### src/rtl/slsd_pkg.sv
// Shared types and constants for the sync/length/sum deframer.
// No dependencies; used by every module in rtl/.
package slsd_pkg;

  localparam int FRAME_CAPACITY_DEF = 80;
  localparam int QUEUE_DEPTH_DEF    = 4;

  localparam logic [7:0] SYNC_BYTE      = 8'hBB;
  localparam logic [7:0] HDR_FIRST      = 8'h41;
  localparam logic [7:0] HDR_SECOND     = 8'hA1;
  localparam logic [8:0] FRAME_OVERHEAD = 9'd5;

  localparam logic [1:0] KIND_TEXT    = 2'd0;
  localparam logic [1:0] KIND_PAYLOAD = 2'd1;
  localparam logic [1:0] KIND_END     = 2'd2;

  localparam logic [1:0] ST_OK         = 2'd0;
  localparam logic [1:0] ST_BAD_HEADER = 2'd1;
  localparam logic [1:0] ST_BAD_SUM    = 2'd2;
  localparam logic [1:0] ST_OVERFLOW   = 2'd3;

  // header positions within the frame
  localparam logic [6:0] POS_IDLE   = 7'd0;
  localparam logic [6:0] POS_HDR1   = 7'd1;
  localparam logic [6:0] POS_HDR2   = 7'd2;
  localparam logic [6:0] POS_LENGTH = 7'd3;
  localparam logic [6:0] POS_BODY   = 7'd4;

  typedef struct packed {
    logic [1:0] kind;
    logic [7:0] byte_value;
    logic [6:0] payload_index;
    logic [1:0] frame_status;
    logic [7:0] payload_length;
  } result_t;

  typedef struct packed {
    logic    valid;
    result_t data;
  } result_wr_t;

endpackage

### src/rtl/slsd_front.sv
// Front end: frame tracking and per-word classification.
// Depends on slsd_pkg; writes result_wr_t words into the result queue.
module slsd_front #(
  parameter int FRAME_CAPACITY = slsd_pkg::FRAME_CAPACITY_DEF
) (
  input  logic                clk,
  input  logic                rst_n,
  input  logic                accept,
  input  logic [7:0]          rx_byte,
  output slsd_pkg::result_wr_t wr
);

  logic [6:0] byte_count_r, byte_count_nxt;
  logic [7:0] running_sum_r, running_sum_nxt;
  logic [7:0] declared_length_r, declared_length_nxt;
  logic       header_good_r, header_good_nxt;

  logic [7:0] sum_plus;
  logic       last_byte;

  assign sum_plus  = running_sum_r + rx_byte;
  // frame total compared unwrapped, so long declared lengths end in overflow
  assign last_byte = ({2'b00, byte_count_r} + 9'd1) ==
                     ({1'b0, declared_length_r} + slsd_pkg::FRAME_OVERHEAD);

  always_comb begin
    byte_count_nxt      = byte_count_r;
    running_sum_nxt     = running_sum_r;
    declared_length_nxt = declared_length_r;
    header_good_nxt     = header_good_r;
    wr                  = '0;

    if (byte_count_r == slsd_pkg::POS_IDLE) begin
      if (rx_byte != slsd_pkg::SYNC_BYTE) begin
        wr.valid           = 1'b1;
        wr.data.kind       = slsd_pkg::KIND_TEXT;
        wr.data.byte_value = rx_byte;
      end else begin
        byte_count_nxt      = slsd_pkg::POS_HDR1;
        running_sum_nxt     = slsd_pkg::SYNC_BYTE;
        declared_length_nxt = '0;
        header_good_nxt     = 1'b1;
      end
    end else if (byte_count_r >= 7'(FRAME_CAPACITY)) begin
      wr.valid               = 1'b1;
      wr.data.kind           = slsd_pkg::KIND_END;
      wr.data.frame_status   = slsd_pkg::ST_OVERFLOW;
      wr.data.payload_length = declared_length_r;
      byte_count_nxt         = '0;
      running_sum_nxt        = '0;
      declared_length_nxt    = '0;
      header_good_nxt        = 1'b1;
    end else if (byte_count_r < slsd_pkg::POS_BODY) begin
      if (byte_count_r == slsd_pkg::POS_HDR1 && rx_byte != slsd_pkg::HDR_FIRST) begin
        header_good_nxt = 1'b0;
      end else if (byte_count_r == slsd_pkg::POS_HDR2 &&
                   rx_byte != slsd_pkg::HDR_SECOND) begin
        header_good_nxt = 1'b0;
      end else if (byte_count_r == slsd_pkg::POS_LENGTH) begin
        declared_length_nxt = rx_byte;
      end
      running_sum_nxt = sum_plus;
      byte_count_nxt  = byte_count_r + 7'd1;
    end else if (last_byte) begin
      wr.valid               = 1'b1;
      wr.data.kind           = slsd_pkg::KIND_END;
      wr.data.payload_length = declared_length_r;
      if (!header_good_r) begin
        wr.data.frame_status = slsd_pkg::ST_BAD_HEADER;
      end else if (running_sum_r != rx_byte) begin
        wr.data.frame_status = slsd_pkg::ST_BAD_SUM;
      end else begin
        wr.data.frame_status = slsd_pkg::ST_OK;
      end
      byte_count_nxt      = '0;
      running_sum_nxt     = '0;
      declared_length_nxt = '0;
      header_good_nxt     = 1'b1;
    end else begin
      wr.valid              = 1'b1;
      wr.data.kind          = slsd_pkg::KIND_PAYLOAD;
      wr.data.byte_value    = rx_byte;
      wr.data.payload_index = byte_count_r - slsd_pkg::POS_BODY;
      running_sum_nxt       = sum_plus;
      byte_count_nxt        = byte_count_r + 7'd1;
    end

    if (!accept) begin
      wr.valid = 1'b0;
    end
  end

  always_ff @(posedge clk) begin
    if (!rst_n) begin
      byte_count_r      <= '0;
      running_sum_r     <= '0;
      declared_length_r <= '0;
      header_good_r     <= 1'b1;
    end else if (accept) begin
      byte_count_r      <= byte_count_nxt;
      running_sum_r     <= running_sum_nxt;
      declared_length_r <= declared_length_nxt;
      header_good_r     <= header_good_nxt;
    end
  end

endmodule

### src/rtl/slsd_back.sv
// Back end: short result queue that presents the oldest word to the receiver.
// Depends on slsd_pkg; fed by slsd_front.
module slsd_back #(
  parameter int QUEUE_DEPTH = slsd_pkg::QUEUE_DEPTH_DEF
) (
  input  logic                 clk,
  input  logic                 rst_n,
  input  slsd_pkg::result_wr_t wr,
  input  logic                 pop,
  output logic                 full,
  output logic                 empty,
  output slsd_pkg::result_t    head
);

  localparam int PTR_W = (QUEUE_DEPTH > 1) ? $clog2(QUEUE_DEPTH) : 1;
  localparam int CNT_W = $clog2(QUEUE_DEPTH + 1);

  slsd_pkg::result_t mem_r [QUEUE_DEPTH];
  logic [PTR_W-1:0]  wr_ptr_r, wr_ptr_nxt;
  logic [PTR_W-1:0]  rd_ptr_r, rd_ptr_nxt;
  logic [CNT_W-1:0]  count_r, count_nxt;
  logic              do_pop;

  assign full   = (count_r == CNT_W'(QUEUE_DEPTH));
  assign empty  = (count_r == '0);
  assign do_pop = pop && !empty;
  assign head   = mem_r[rd_ptr_r];

  always_comb begin
    wr_ptr_nxt = wr_ptr_r;
    rd_ptr_nxt = rd_ptr_r;
    count_nxt  = count_r;
    if (wr.valid) begin
      wr_ptr_nxt = (wr_ptr_r == PTR_W'(QUEUE_DEPTH - 1)) ? '0 : wr_ptr_r + PTR_W'(1);
    end
    if (do_pop) begin
      rd_ptr_nxt = (rd_ptr_r == PTR_W'(QUEUE_DEPTH - 1)) ? '0 : rd_ptr_r + PTR_W'(1);
    end
    if (wr.valid && !do_pop) begin
      count_nxt = count_r + CNT_W'(1);
    end else if (!wr.valid && do_pop) begin
      count_nxt = count_r - CNT_W'(1);
    end
  end

  always_ff @(posedge clk) begin
    if (!rst_n) begin
      wr_ptr_r <= '0;
      rd_ptr_r <= '0;
      count_r  <= '0;
    end else begin
      wr_ptr_r <= wr_ptr_nxt;
      rd_ptr_r <= rd_ptr_nxt;
      count_r  <= count_nxt;
    end
  end

  always_ff @(posedge clk) begin
    if (wr.valid) begin
      mem_r[wr_ptr_r] <= wr.data;
    end
  end

endmodule

### src/rtl/sync_length_sum_deframer.sv
// Sync byte / length / additive checksum deframer, top level.
// Uses slsd_pkg, slsd_front and slsd_back.
//
// Input: one received byte per word on in_rx_byte, taken at a clock edge
// with push high and full low. Idle bytes other than 0xBB come back as text
// words; 0xBB opens a frame (0x41, 0xA1, length, payload, checksum). Payload
// bytes come out as they arrive, the checksum byte gives a frame end word
// with status and declared length, and a frame that outgrows FRAME_CAPACITY
// bytes ends with status overflow.
// Output: while empty is low the oldest result is on the out_ ports; it is
// taken at an edge with pop high. Each input byte gives zero or one result.
// A result word is written at the input edge that takes its byte, and empty
// is low right after that edge. Throughput is one byte per cycle while full
// is low. The QUEUE_DEPTH-entry result queue absorbs receiver stalls; full
// rises only when it holds QUEUE_DEPTH unread results, and nothing is lost.
// Reset (rst_n low, synchronous) empties the queue and returns the front end
// to idle with the sum cleared.
module sync_length_sum_deframer #(
  parameter int FRAME_CAPACITY = slsd_pkg::FRAME_CAPACITY_DEF,
  parameter int QUEUE_DEPTH    = slsd_pkg::QUEUE_DEPTH_DEF
) (
  input  logic       clk,
  input  logic       rst_n,
  input  logic       push,
  output logic       full,
  input  logic [7:0] in_rx_byte,
  output logic       empty,
  input  logic       pop,
  output logic [1:0] out_kind,
  output logic [7:0] out_byte_value,
  output logic [6:0] out_payload_index,
  output logic [1:0] out_frame_status,
  output logic [7:0] out_payload_length
);

  slsd_pkg::result_wr_t wr;
  slsd_pkg::result_t    head;
  logic                 accept;

  assign accept = push && !full;

  slsd_front #(
    .FRAME_CAPACITY(FRAME_CAPACITY)
  ) u_front (
    .clk    (clk),
    .rst_n  (rst_n),
    .accept (accept),
    .rx_byte(in_rx_byte),
    .wr     (wr)
  );

  slsd_back #(
    .QUEUE_DEPTH(QUEUE_DEPTH)
  ) u_back (
    .clk  (clk),
    .rst_n(rst_n),
    .wr   (wr),
    .pop  (pop),
    .full (full),
    .empty(empty),
    .head (head)
  );

  assign out_kind           = head.kind;
  assign out_byte_value     = head.byte_value;
  assign out_payload_index  = head.payload_index;
  assign out_frame_status   = head.frame_status;
  assign out_payload_length = head.payload_length;

endmodule
### config.mk
export PLATFORM = sky130hd
export DESIGN_NAME = sync_length_sum_deframer
export DESIGN_NICKNAME = d
export VERILOG_FILES = /design/src/rtl/slsd_pkg.sv /design/src/rtl/slsd_front.sv /design/src/rtl/slsd_back.sv /design/src/rtl/sync_length_sum_deframer.sv
export SDC_FILE = /design/constraint.sdc
export NUM_CORES = 1
export LEC_CHECK = 0
export BUFFER_PORTS_ARGS = -buffer_cell sky130_fd_sc_hd__clkbuf_2
export CORE_MARGIN = 2
export CORE_UTILIZATION = 30
export CTS_BUF_LIST = sky130_fd_sc_hd__clkbuf_2
export CTS_CLUSTER_DIAMETER = 100
export DETAILED_ROUTE_END_ITERATION = 8
export GPL_ROUTABILITY_DRIVEN = 0
export PLACE_DENSITY = 0.46
export SYNTH_ARGS = -nofsm -noshare
export SYNTH_HDL_FRONTEND = slang
export SYNTH_SLANG_ARGS = --single-unit
### constraint.sdc
create_clock -name clk -period 3.3 [get_ports clk]
set_input_delay 0.165 -clock clk [delete_from_list [all_inputs] [get_ports clk]]
set_output_delay 0.165 -clock clk [all_outputs]
set_load 0.1 [all_outputs]
=== Word-level counts from Yosys, hierarchy flattened ===
Memory sizes are Yosys's and may differ from the RTL's. A register that Yosys moved wholly into a read port is not among the register bits.
Cells that the tools add are included.

* Register bits: 31
* Memory bits (writable): 108
* Bits of input ports: 12
* Output and inout bits: 29
* Word-level logic and storage cells: 98
* Memories: 1

{| class="wikitable"
|+ Memory list
! name !! words !! bits a word !! read ports !! clocked after Yosys merged registers in !! write ports !! RTL line !! source
|-
| u_back.mem_r || 4 || 27 || 1 || 1 || 1 || slsd_back.sv:18 || <nowiki>slsd_pkg::result_t mem_r [QUEUE_DEPTH];</nowiki>
|}

* Add/subtract/negate cells: 9
* Order comparisons: 2
* Equal/unequal tests: 16
* Multiplexer cells: 46
* Reductions and logical operators: 17

{| class="wikitable"
|+ Operators with widths
! operator !! count
|-
| two-way mux 8 bit || 13
|-
| two-way mux 7 bit || 5
|-
| two-way mux 15 bit || 2
|-
| two-way mux 28 bit || 1
|-
| two-way mux 11 bit || 2
|-
| two-way mux 10 bit || 2
|-
| two-way mux 17 bit || 1
|-
| inequality test 8 bit (second input constant) || 2
|-
| == test 7 x 2 -> 1 bit (second input constant) || 2
|-
| two-way mux 2 bit || 7
|-
| inequality test 4 x 2 -> 1 bit (second input constant) || 3
|-
| two-way mux 1 bit || 10
|-
| adder 8 x 3 -> 9 bit (second input constant) || 1
|-
| == test 9 bit || 1
|-
| two-way mux 3 bit || 3
|-
| adder 7 x 1 -> 8 bit (second input constant) || 1
|-
| adder 8 bit || 1
|-
| inequality test 8 x 7 -> 1 bit (second input constant) || 1
|-
| inequality test 8 bit || 1
|-
| adder 7 x 1 -> 7 bit (second input constant) || 1
|-
| == test 7 x 1 -> 1 bit (second input constant) || 1
|-
| greater-or-equal comparator 7 bit (second input constant) || 1
|-
| logical NOT 7 bit || 1
|-
| < comparator 7 x 3 -> 1 bit (second input constant) || 1
|-
| 16 further kinds || 26
|}

=== Depth between registers and ports, before layout ===
Gate-level depths: netlist (run 1).

* Word-level depth: 12
* Depth in mapped cells: 13
* Mapped depth without buffers: 11

=== By module ===
From an unflattened synthesis (run 1), not the netlist that was laid out.

* Cells, all modules: 454
* Area total of the unflattened synthesis: 6,478.7 um^2

{| class="wikitable"
|+ Modules (own cells, without submodules)
! module !! times used !! cells an instance !! area each (um^2) !! seq. area each (um^2)
|-
| slsd_back || 1 || 187 || 4,401.7 || 3,423.3
|-
| slsd_front || 1 || 266 || 2,063.2 || 480.5
|-
| sync_length_sum_deframer || 1 || 1 || 13.8 || 0.0
|}

=== Least setup slack after synthesis (run 1) ===
Ideal clock, no wire load.

* Path kind: reg-to-reg
* Start point: reg u_back.count_r[0]
* End point: reg u_back.count_r[2]
* Setup time: 76 ps
* Arrival time: 4,050 ps
* Data required time: 3,224 ps
* Slack: -826 ps
* Stages on the path, launching flop included: 10
* Buffers on the path: 0
* Clock period less this slack: 4,126 ps
* Path through: dfxtp_1 nor3b_1 nand2b_1 a21oi_2 ha_1 inv_1 fa_1 xor2_1 or3_1 a21boi_0

{| class="wikitable"
|+ RTL lines
! what !! RTL line !! source
|-
| start: declaration || slsd_back.sv:21 || <nowiki>logic [CNT_W-1:0] count_r, count_nxt;</nowiki>
|-
| start signal: assignment || slsd_back.sv:54 || <nowiki>count_r <= count_nxt;</nowiki>
|}

==> summary.txt, run 1 <==
Outcome
  • Run status: finished, final reports clean

GRT
  • First-pass GRT wire length: about 23000 um
  • Initial antenna violation count: 1
  • GR Overflow Total: 0
  • All-Layer GR Usage: ~14%
  • Pin count of the biggest net entering global routing: 36
  • Vias in the first global route: 4150

Setup path
  • Start point of the critical path: u_front.byte_count_r[0]$_SDFFE_PN0P_
  • CP peak stage delay: roughly 0.53 ns
  • Number of buffers and inverters on the critical path: 1
  • CP required: 3.76 ns
  • Worst EP arrival: between 3 and 4 ns
  • Setup CP Type: reg -> reg
  • Crit path to: u_back.mem_r[0][19]$_DFFE_PP_
  • Worst path top cell family by delay: simple AND/OR/NAND/NOR gates
  • Reg2reg start: u_front.byte_count_r[0]$_SDFFE_PN0P_
  • Crit end category: register
  • CP cell instances: ha_1 > nand2_1 > xnor2_1 > xnor2_1 > and4_4 > nand2_4 > nand3_1 > buf_4 > a21boi_0
  • Reg2reg path depth: 9
  • Worst reg2reg path endpoint: u_back.mem_r[0][19]$_DFFE_PP_
  • Max FO, Critical Path: 10
  • Worst R2R Setup Slack: 0.40 ns
  • Worst path most repeated cell: xnor2_1
  • WP depth: 9
  • Crit start category: register
  • CP max-delay cell: dfxtp_1

CTS
  • CTS Sinks: ~140
  • Setup Buffers After CTS: 0
  • Resize count post-CTS: 0
  • CTS tree: built
  • Worst-path clk slew: around 0.20 ns
  • CTS Buffer Depth: 2
  • Root Buffer: clkbuf_2
  • CTS Buf Count: 17
  • Clock H-tree levels: 4
  • Skew-Pair Late Insertion Delay: approximately 0.70 ns

Route
  • Drt pass-1 iters: 5
  • Drt drc: 0
  • Via count: between 3000 and 4000
  • Detail Route Antenna Nets: 0
  • Initial DRC Count: ~190
  • Routed wire length per instance: 18.3 um
  • Detailed Route WL: approximately 15000 um
  • DR vias/cell: a little under 5

Logic synthesis
  • Synth top area cells: edfxtp_1 (50%), dfxtp_1 (10%), mux4_2 (9.4%)
  • Number of synthesized flops with an enable pin: approximately 110
  • Post-synthesis register bit count: roughly 140
  • Yosys cell types: 53
  • Cells after Synth: between 400 and 500
  • Post-synthesis area per instance: 14.1 sq um
  • Top cells by count, synth: edfxtp_1 (108), nand2_1 (35), dfxtp_1 (33)
  • Yosys top cell by area: edfxtp_1
  • Ys async rst share: 0%
  • Seq/Total Area, Yosys: between 60% and 70%
  • Post-synthesis cell area: roughly 6500 sq um
  • Post-Syn Nets: 492
  • Cell with the most instances after synthesis: edfxtp_1
  • Yosys warns: 0
  • Top cell type's share of synthesized area: approximately half
  • Top FF cell, synth: edfxtp_1

Timing
  • Fin crit share: 88.0%
  • Worst-Margin Slew: 0.738 ns
  • Fmax: around 340 MHz
  • Clock Skew: around 0.027 ns
  • Setup TNS: 0 ns
  • Final setup viols: 0
  • RSZ-0062 raised after global routing: false
  • Setup ws final: roughly 0.40 ns
  • Slew Limit Fails: 0
  • Slew HR: 50.8%
  • Min Tclk post-route: slightly below 3 ns
  • Hold Fails Final Rpt: 0

Cells and area
  • Fillers: 2094
  • FF/Latch Area: a little under 4000 sq um
  • Syn-to-layout area delta: 13.8%
  • Share of layout cells above drive strength 1: 22.7%
  • Footprint of the multi-input gates: approximately 2400 sq um
  • # nets final: between 500 and 600

Worst hold path
  • Hold crit path type: in -> reg

Pwr
  • P_sw: approximately 0.0022 W
  • Pleak: approximately 2.6 nW
  • Worst IR Drop VDD: roughly 0.00024 V
  • Sequential share of power: between 40% and 50%
  • Total power: about 0.0050 W
  • Clock power share: between 15 and 20%
  • Comb pwr share: 38.1%
  • Sw Share: 43.5%
  • Internal power: 0.00283 W
  • PD cells: about 680 nW/um^2

Die
  • Rows: 53
  • Die height: between 150 and 200 um
  • Die width: between 150 and 200 um
  • DIE AREA: between 20000 and 25000 sq um
  • Core area: roughly 21000 sq um
  • Top Ports: a little over 40
  • Starting Density: a little under a third

Placed design
  • Dpl ws: about 0.46 ns
  • Final HPWL DP: 9560 um
  • Port buffer count: 40

Job
  • Max-Cap Viols: 0
## worst min-delay path by stage
| stage | from | endpoint | slack [ns] | cells after the start |
|---|---|---|---|---|
| floorplan | in_rx_byte[0] | u_front.declared_length_r[0]$_SDFFE_PN0P_ | 0.30 | 2 |
| global placement | u_front.running_sum_r[0]$_SDFFE_PN0P_ | u_front.running_sum_r[0]$_SDFFE_PN0P_ | 0.46 | 2 |
| detailed placement | u_front.running_sum_r[0]$_SDFFE_PN0P_ | u_front.running_sum_r[0]$_SDFFE_PN0P_ | 0.47 | 2 |
| CTS | rst_n | u_front.byte_count_r[5]$_SDFFE_PN0P_ | 0.06 | 3 |
| global route | rst_n | u_front.byte_count_r[5]$_SDFFE_PN0P_ | 0.10 | 3 |
| finish | rst_n | u_front.byte_count_r[5]$_SDFFE_PN0P_ | 0.14 | 3 |
## final cells by class
type / instances / area share [%]
multi-input cells: 281 / 32.7
inverters: 12 / 0.613
well taps: 275 / 4.68
flip-flops and latches: 141 / 53.2
diodes: 1 / 0.0341
clock inverters: 14 / 1.98
repair buffers: 63 / 5.59
clock buffers: 18 / 1.23
## placed cells by master, fill, tap and decap left out, types with 3 or more instances in the layout
| cell | instances |
|---|---|
| a21oi_1 | 11 |
| clkinvlp_4 | 5 |
| nand3_1 | 15 |
| and2_1 | 14 |
| a21boi_0 | 13 |
| nor3_1 | 4 |
| edfxtp_1 | 108 |
| mux2i_1 | 11 |
| xnor2_1 | 17 |
| a32oi_1 | 3 |
| o21ai_0 | 7 |
| xor2_1 | 9 |
| nor2b_1 | 11 |
| a31oi_1 | 3 |
| nand4_1 | 3 |
| nand2b_1 | 3 |
| o2111ai_1 | 3 |
| dlygate4sd3_1 | 10 |
| nor2_1 | 27 |
| inv_1 | 12 |
| buf_4 | 12 |
| clkbuf_2 | 58 |
| nand2_1 | 35 |
| mux4_2 | 27 |
| dfxtp_1 | 32 |
| and3_1 | 3 |
| ha_1 | 21 |
| o31ai_1 | 8 |
## power groups by stage
stage	sequential, W	combinational, W	clock [W]
3_5_place_dp	0.00215	0.00194	0
5_1_grt	0.00213	0.00200	0.00111
3_3_place_gp	0.00215	0.00193	0
6_report	0.00211	0.00190	0.000988
2_1_floorplan	0.00214	0.00161	0
4_1_cts	0.00211	0.00195	0.00103
## sequential cells by signal (all words and copies together), names as in the netlist, named ones only
signal / count
u_back.rd_ptr_r: 2
u_back.count_r: 3
u_back.mem_r: 108
u_front.header_good_r: 1
u_front.running_sum_r: 8
u_back.wr_ptr_r: 2
u_front.byte_count_r: 7
u_front.declared_length_r: 8
## worst min-delay path, delay by kind of cell
family	cells	cell delay (ns)
AO/OA/AOI/OAI	1	0.05
buffers and inverters	2	0.57
## routing by layer
metal,vias up,track usage (%),wire (um)
li1,1842,-,-
met1,1937,17.8,6740
met2,83,23.3,7230
met4,0,5.37,272
met5,-,0,0
met3,19,3.15,519
## per-stage QoR
| stage | hold slack [ns] | util, % | instance area [sq um] | cells |
|---|---|---|---|---|
| final | 0.141 | 34.8 | 7350 | 805 |
| after global routing | 0.102 | 34.8 | 7350 | 805 |
| after CTS | 0.0569 | 34.8 | 7340 | 804 |
| after detailed placement | 0.466 | 33.2 | 7010 | 762 |
| after global placement | 0.460 | 33.2 | 7010 | 762 |
| after floorplan | 0.304 | - | 6460 | 457 |
## cells by family (layout without fill, tap and decap cells)
logic type / Yosys count / in the layout / synth area share (%)
mux: 39 / 39 / 11.5
xor+xnor: 27 / 27 / 3.88
buf+inv: 35 / 107 / 2.42
fa+ha+maj: 23 / 23 / 4.69
simple gates: 129 / 129 / 10.1
compound gates: 63 / 63 / 6.92
flops: 141 / 141 / 60.5
other cells: 0 / 1 / 0
## timing repair
action,in CTS,in global routing
hold endpoints to repair,47,0
endpoints found under the setup margin,0,0
hold buffers,10,0
Power figures use the tool's default switching activity.
==> run 2: changes to the inputs <==
- clock period: 3.3 -> 3.1 ns (I/O delays scaled with it)
==> run 2 against run 1 <==
- largest cell class unchanged
- critical endpoint is now u_back.count_r[2]$_SDFFE_PN0P_
- die area unchanged
- fmax increased by 2.4%
- clock power up 14%
- highest routed layer unchanged
- utilization rose by 0.50 points
- combinational power up 8%
- sequential power increased by 7%
==> summary.txt, run 2 (synthesis gave the netlist of run 1 again) <==
Worst hold path
  • Hold crit path type: in -> reg

CTS
  • CTS Sinks: 141 (unchanged)
  • CTS tree: built
  • Root Buffer: clkbuf_2
  • CTS Buf Count: 17 (unchanged)
  • CTS Buffer Depth: 2 (unchanged)
  • Setup Buffers After CTS: 0 (unchanged)
  • Clock H-tree levels: 4 (unchanged)
  • Worst-path clk slew: 0.22 ns (+0.02 ns)
  • Skew-Pair Late Insertion Delay: 0.70 ns (about the same)

Route
  • DR vias/cell: 4.92 (+2.0%)
  • Detail Route Antenna Nets: 0 (unchanged)
  • Drt pass-1 iters: 7 (+2)
  • Initial DRC Count: 282 (+47%)
  • Drt drc: 0 (unchanged)
  • Routed wire length per instance: 18.3 um (-0.27%)
  • Via count: 3979 (+2.5%)
  • Detailed Route WL: 14800 um (+0.23%)

Job
  • Max-Cap Viols: 0 (unchanged)

Pwr
  • Pleak: 2.67 nW (+1.7%)
  • Worst IR Drop VDD: 0.000252 V (+3.0%)
  • Total power: 0.00544 W (+8.8%)
  • PD cells: 730 nW/um^2 (+7.2%)

GRT
  • Vias in the first global route: 4058 (-2.2%)
  • GR Overflow Total: 0 (unchanged)
  • First-pass GRT wire length: 23600 um (+0.74%)
  • Pin count of the biggest net entering global routing: 36 (unchanged)
  • All-Layer GR Usage: 14.1% (+0.099 points)
  • Initial antenna violation count: 1 (unchanged)

Cells and area
  • Commonest non-fill, non-tap cell in the layout: edfxtp_1
  • Registers with the most flip-flops: u_back.mem_r x108, u_front.declared_length_r x8, u_front.running_sum_r x8
  • Syn-to-layout area delta: 15.5%
  • Commonest non-fill, non-tap cells in the layout: edfxtp_1 (108), clkbuf_2 (57), nand2_1 (35), dfxtp_1 (29)
  • # nets final: 554 (+0.54%)
  • Share of layout cells above drive strength 1: 23.5% (+0.81 points)
  • Fillers: 2058 (-1.7%)
  • Biggest register: u_back.mem_r
  • Largest register FFs: 108 (unchanged)
  • Post-route cell area: 7450 sq um (+1.4%)

Timing
  • Setup ws final: 0.264 ns (-0.131 ns)
  • Slew Limit Fails: 0 (unchanged)
  • Final setup viols: 0 (unchanged)
  • Worst-Margin Slew: 0.676 ns (-0.0619 ns)
  • RSZ-0062 raised after global routing: false
  • Hold Fails Final Rpt: 0 (unchanged)
  • Setup TNS: 0 ns (unchanged)
  • Min Tclk post-route: 2.84 ns (-0.0691 ns)
  • Fmax: 353 MHz (+2.4%)
  • Fin crit share: 91.5% (+3.4 points)
  • Clock Skew: 0.0346 ns (+0.00792 ns)
  • Slew HR: 54.9% (+4.1 points)
  • Hold WS: 0.0799 ns (-0.0611 ns)

Setup path
  • CP required: 3.72 ns (-0.04 ns)
  • Crit start category: register
  • Crit end category: register
  • Worst EP arrival: 3.46 ns (+0.10 ns)
  • Max FO, Critical Path: 8 (-2)
  • Setup CP Type: reg -> reg

Placed design
  • DP Area: 7090 sq um (+1.1%)
  • Dpl ws: 0.110 ns (-0.355 ns)
  • Final HPWL DP: 9640 um (+0.87%)
  • Port buffer count: 40 (unchanged)

Die
  • Rows: 53 (unchanged)
  • Die height: 151 um (unchanged)
  • Top Ports: 41 (unchanged)
  • Starting Density: 30.6% (unchanged)
  • Die width: 151 um (unchanged)
  • Core area: 21100 sq um (unchanged)
  • DIE AREA: 22700 sq um (unchanged)

Outcome
  • Run status: finished, final reports clean
-- run 2: path summary, 6_finish.rpt --
kind / startpoint / end / slack [ns] / cells past startpoint
worst max-delay path: u_front.byte_count_r[6]$_SDFFE_PN0P_ / u_back.count_r[2]$_SDFFE_PN0P_ / 0.26 / 10
worst min-delay path: rst_n / u_front.byte_count_r[5]$_SDFFE_PN0P_ / 0.08 / 3
worst max register to register: u_front.byte_count_r[6]$_SDFFE_PN0P_ / u_back.count_r[2]$_SDFFE_PN0P_ / 0.26 / 10
worst min register to register: u_front.running_sum_r[0]$_SDFFE_PN0P_ / u_front.running_sum_r[0]$_SDFFE_PN0P_ / 0.49 / 2
-- run 2: area by class of cell --
class / count / area [sq um] / area share, %
tap: 275 / 344 / 4.62
antenna: 2 / 5.00 / 0.0672
clock inverter: 15 / 171 / 2.30
timing repair buffer: 66 / 483 / 6.48
clock buffer: 17 / 85.1 / 1.14
sequential: 141 / 3910 / 52.5
inverter: 12 / 45.0 / 0.604
multi-input combinational: 281 / 2410 / 32.3
-- run 2: power by group --
| group | internal, W | switching, W |
|---|---|---|
| combinational | 0.000470 | 0.00159 |
| sequential | 0.00219 | 0.0000601 |
| clock | 0.000446 | 0.000688 |
-- run 2: layer usage --
layer | part of all wire [%] | vias to the layer above | track usage [%]
met5 | 0 | - | 0
met4 | 0.99 | 0 | 3.97
met3 | 4.2 | 9 | 3.64
met2 | 48 | 85 | 22.6
met1 | 47 | 2037 | 19.0
li1 | - | 1848 | -
-- run 2: worst max-delay path, stage by stage (launching register included) --
cell      delay (ns)
dfxtp_1         0.47
nor3_1          0.42
and3_1          0.25
o31ai_1         0.11
a21oi_2         0.18
ha_1            0.21
inv_1           0.06
fa_1            0.38
xor2_1          0.17
or3_1           0.31
a21boi_0        0.19
-- run 2: what timing repair did --
action,CTS,global route
setup endpoints to repair,0,13
hold endpoints to repair,44,0
hold buffers,10,0
gates resized for setup,0,5
-- run 2: metrics by stage --
step	instances	utilization, %
after floorplan	457	-
after global placement	765	33.6
after detailed placement	765	33.6
after CTS	807	35.3
after global routing	809	35.3
final	809	35.3
==> run 3: changes to the inputs <==
- SYNTH_HIERARCHICAL: unset -> 1
==> run 3 against run 2 <==
- synthesized area rose by 0.39%
- setup slack got worse by 0.047 ns
- synthesized cell count fell by 0.66%
- register-to-register slack got worse by 0.05 ns
- wire length fell by 4.0%
- utilization fell by 0.14 points
==> summary.txt, run 3 <==
Route
  • Via count: 3890 (-2.2%)
  • Drt drc: 0 (unchanged)
  • Routed wire length per instance: 17.6 um (-3.7%)
  • Detail Route Antenna Nets: 0 (unchanged)
  • DR vias/cell: 4.82 (-2.0%)
  • Detailed Route WL: 14200 um (-4.0%)
  • Initial DRC Count: 196 (-30%)
  • Drt pass-1 iters: 4 (-3)

Logic synthesis
  • Yosys cell types: 54 (+1.9%)
  • Cell with the most instances after synthesis: edfxtp_1
  • Yosys warns: 6 (+6)
  • Post-synthesis register bit count: 141 (unchanged)
  • Top FF cell, synth: edfxtp_1
  • Top cells by count, synth: edfxtp_1 (108), nand2_1 (38), dfxtp_1 (33)
  • Number of synthesized flops with an enable pin: 108 (unchanged)
  • Seq/Total Area, Yosys: 60.3% (-0.23 points)
  • Yosys top cell by area: edfxtp_1
  • Synth Area in Simple Gates: 10.5% (+0.39 points)
  • Synth top area cells: edfxtp_1 (50%), dfxtp_1 (10%), mux4_2 (7.0%)
  • Ys async rst share: 0% (unchanged)
  • Post-synthesis cell area: 6480 sq um (+0.39%)
  • Top cell type's share of synthesized area: 50.1% (-0.19 points)
  • Fraction of the mapped netlist area in compound gates: 6.16% (-0.76 points)
  • Post-Syn Nets: 489 (-0.61%)
  • Post-synthesis area per instance: 14.3 sq um (+1.1%)
  • Synth Area in Adders: 4.67% (-0.018 points)
  • Largest family of logic cells by synthesized area: multiplexers
  • Post-synthesis mux area share: 11.5% (+0.014 points)
  • Cells after Synth: 454 (-0.66%)
  • XOR/XNOR Fraction of Synth Area: 4.15% (+0.27 points)

Die
  • Die height: 151 um (+0.19%)
  • Rows: 53 (unchanged)
  • Die width: 151 um (+0.19%)
  • Top Ports: 41 (unchanged)
  • DIE AREA: 22800 sq um (+0.38%)
  • Starting Density: 30.7% (+0.12 points)
  • Core area: 21100 sq um (unchanged)

Cells and area
  • Finished Layout Cells: 807 (-0.25%)
  • Fillers: 2099 (+2.0%)
  • Largest register FFs: 108 (unchanged)
  • Share of layout cells above drive strength 1: 21.9% (-1.6 points)
  • Registers with the most flip-flops: u_back/mem_r x108, u_front/declared_length_r x8, u_front/running_sum_r x8
  • Footprint of the multi-input gates: 2410 sq um (-0.10%)
  • Syn-to-layout area delta: 14.6%
  • Biggest register: u_back/mem_r
  • FF/Latch Area: 3910 sq um (about the same)
  • # nets final: 552 (-0.36%)
  • Post-route cell area: 7420 sq um (-0.39%)
  • Final core occ: 35.2% (-0.14 points)
  • Commonest non-fill, non-tap cells in the layout: edfxtp_1 (108), clkbuf_2 (58), nand2_1 (38), dfxtp_1 (30), and2_1 (23)
  • Commonest non-fill, non-tap cell in the layout: edfxtp_1

GRT
  • All-Layer GR Usage: 13.4% (-0.75 points)
  • First-pass GRT wire length: 22400 um (-4.8%)
  • GR Overflow Total: 0 (unchanged)
  • Vias in the first global route: 4016 (-1.0%)
  • M1 GR Usage: 17.2% (-1.8 points)
  • GR Layer Usage met2: 21.8% (-0.80 points)
  • Grt peak-use layer: met2
  • Initial antenna violation count: 1 (unchanged)
  • Pin count of the biggest net entering global routing: 34 (-5.6%)
  • Met3 Usage GRT: 3.34% (-0.29 points)

Setup path
  • Crit start category: register
  • Worst EP arrival: 3.34 ns (-0.12 ns)
  • Setup CP Type: reg -> reg
  • CP required: 3.55 ns (-0.17 ns)
  • Worst R2R Setup Slack: 0.22 ns (-0.05 ns)
  • Worst reg2reg path endpoint: u_back/mem_r[0][24]$_DFFE_PP_
  • Crit path to: u_back/mem_r[0][24]$_DFFE_PP_
  • Reg2reg start: u_front/byte_count_r[0]$_SDFFE_PN0P_
  • Start point of the critical path: u_front/byte_count_r[0]$_SDFFE_PN0P_
  • Reg2reg path depth: 8 (-2)
  • Worst path top cell family by delay: simple AND/OR/NAND/NOR gates
  • Max FO, Critical Path: 14 (+6)
  • CP peak stage delay: 0.50 ns (+0.03 ns)
  • WP depth: 8 (-2)
  • Crit end category: register
  • Worst path most repeated cell: nand2_1
  • CP cell instances: ha_1 > nand2_1 > xnor2_1 > or3_1 > a211oi_2 > a21o_2 > nand2_1 > and2_1
  • Number of buffers and inverters on the critical path: 0 (-1)
  • CP max-delay cell: dfxtp_1

Placed design
  • Port buffer count: 40 (unchanged)
  • Final HPWL DP: 9400 um (-2.5%)
  • Dpl cells: 763 (-0.26%)
  • DP Area: 7050 sq um (-0.49%)
  • Dpl ws: 0.186 ns (+0.0760 ns)

Timing
  • Min Tclk post-route: 2.88 ns (+0.0473 ns)
  • Worst-Margin Slew: 0.646 ns (-0.0298 ns)
  • Fmax: 347 MHz (-1.6%)
  • Slew HR: 56.9% (+2.0 points)
  • Fin crit share: 93.0% (+1.5 points)
  • Final setup viols: 0 (unchanged)
  • RSZ-0062 raised after global routing: true
  • Setup ws final: 0.217 ns (-0.0473 ns)
  • Clock Skew: 0.0400 ns (+0.00539 ns)
  • Slew Limit Fails: 0 (unchanged)
  • Hold Fails Final Rpt: 0 (unchanged)
  • Setup TNS: 0 ns (unchanged)

Pwr
  • Worst IR Drop VDD: 0.000525 V (+110%)
  • Pleak: 2.70 nW (+1.3%)
  • PD cells: 754 nW/um^2 (+3.2%)

CTS
  • Root Buffer: clkbuf_2
  • CTS tree: built
  • Clock H-tree levels: 4 (unchanged)
  • CTS Sinks: 141 (unchanged)
  • CTS Buf Count: 17 (unchanged)
  • Skew-Pair Late Insertion Delay: 0.72 ns (+0.02 ns)
  • CTS Buffer Depth: 2 (unchanged)
  • Worst-path clk slew: 0.22 ns (about the same)

Outcome
  • Run status: finished, final reports clean

Worst hold path
  • Hold crit path type: in -> reg
  • HP Start: rst_n

Job
  • Max-Cap Viols: 0 (unchanged)
## run 3: report_power, final
group / switching, W / leakage, nW / internal, W
clock network: 0.000679 / 0.140 / 0.000451
registers: 0.0000948 / 1.31 / 0.00220
logic: 0.00167 / 1.26 / 0.000494
total: 0.00244 / 2.70 / 0.00315
## run 3: timing repair
action	4_1_cts	5_1_grt
setup buffers	0	0
setup endpoints to repair	0	33
endpoints found under the hold margin	51	0
resized for setup	0	5
hold buffers	10	0
## run 3: cell families after synthesis
group / count (synthesis)
flip-flops: 141
adder cells (fa/ha/maj): 23
XOR/XNOR: 26
AND/OR/NAND/NOR: 133
buffers and inverters: 31
multiplexers: 38
AO/OA/AOI/OAI: 62
## run 3: layer usage
metal,wire length [um],share of wire [%]
met1,6480,46
met2,6970,49
met3,529,3.7
met4,235,1.7
met5,0,0
## run 3: area by class of cell
class	instances	share of cell area, %
antenna	2	0.0674
tap	275	4.64
multi-input combinational	282	32.4
clock buffer	18	1.21
inverter	13	0.657
sequential	141	52.6
timing repair buffer	62	6.10
clock inverter	14	2.26
## run 3: stage by stage
step | total power (W) | hold WS [ns]
floorplan | 0.00419 | 0.277
global placement | 0.00452 | 0.453
detailed placement | 0.00454 | 0.456
CTS | 0.00570 | 0.0148
global route | 0.00585 | 0.0734
finish | 0.00559 | 0.0884
## run 3: worst min-delay path by stage
stage | to | slack, ns | depth (start not counted)
6_report | u_front/running_sum_r[5]$_SDFFE_PN0P_ | 0.09 | 3
4_1_cts | u_front/running_sum_r[4]$_SDFFE_PN0P_ | 0.01 | 3
2_1_floorplan | u_back/count_r[0]$_SDFFE_PN0P_ | 0.28 | 1
3_5_place_dp | u_front/declared_length_r[0]$_SDFFE_PN0P_ | 0.46 | 3
3_3_place_gp | u_front/declared_length_r[0]$_SDFFE_PN0P_ | 0.45 | 3
5_1_grt | u_front/byte_count_r[2]$_SDFFE_PN0P_ | 0.07 | 2
## run 3: worst min-delay path: cells and delay by family
family / cells / cell delay [ns]
buffers and inverters: 1 / 0.38
AO/OA/AOI/OAI: 2 / 0.25
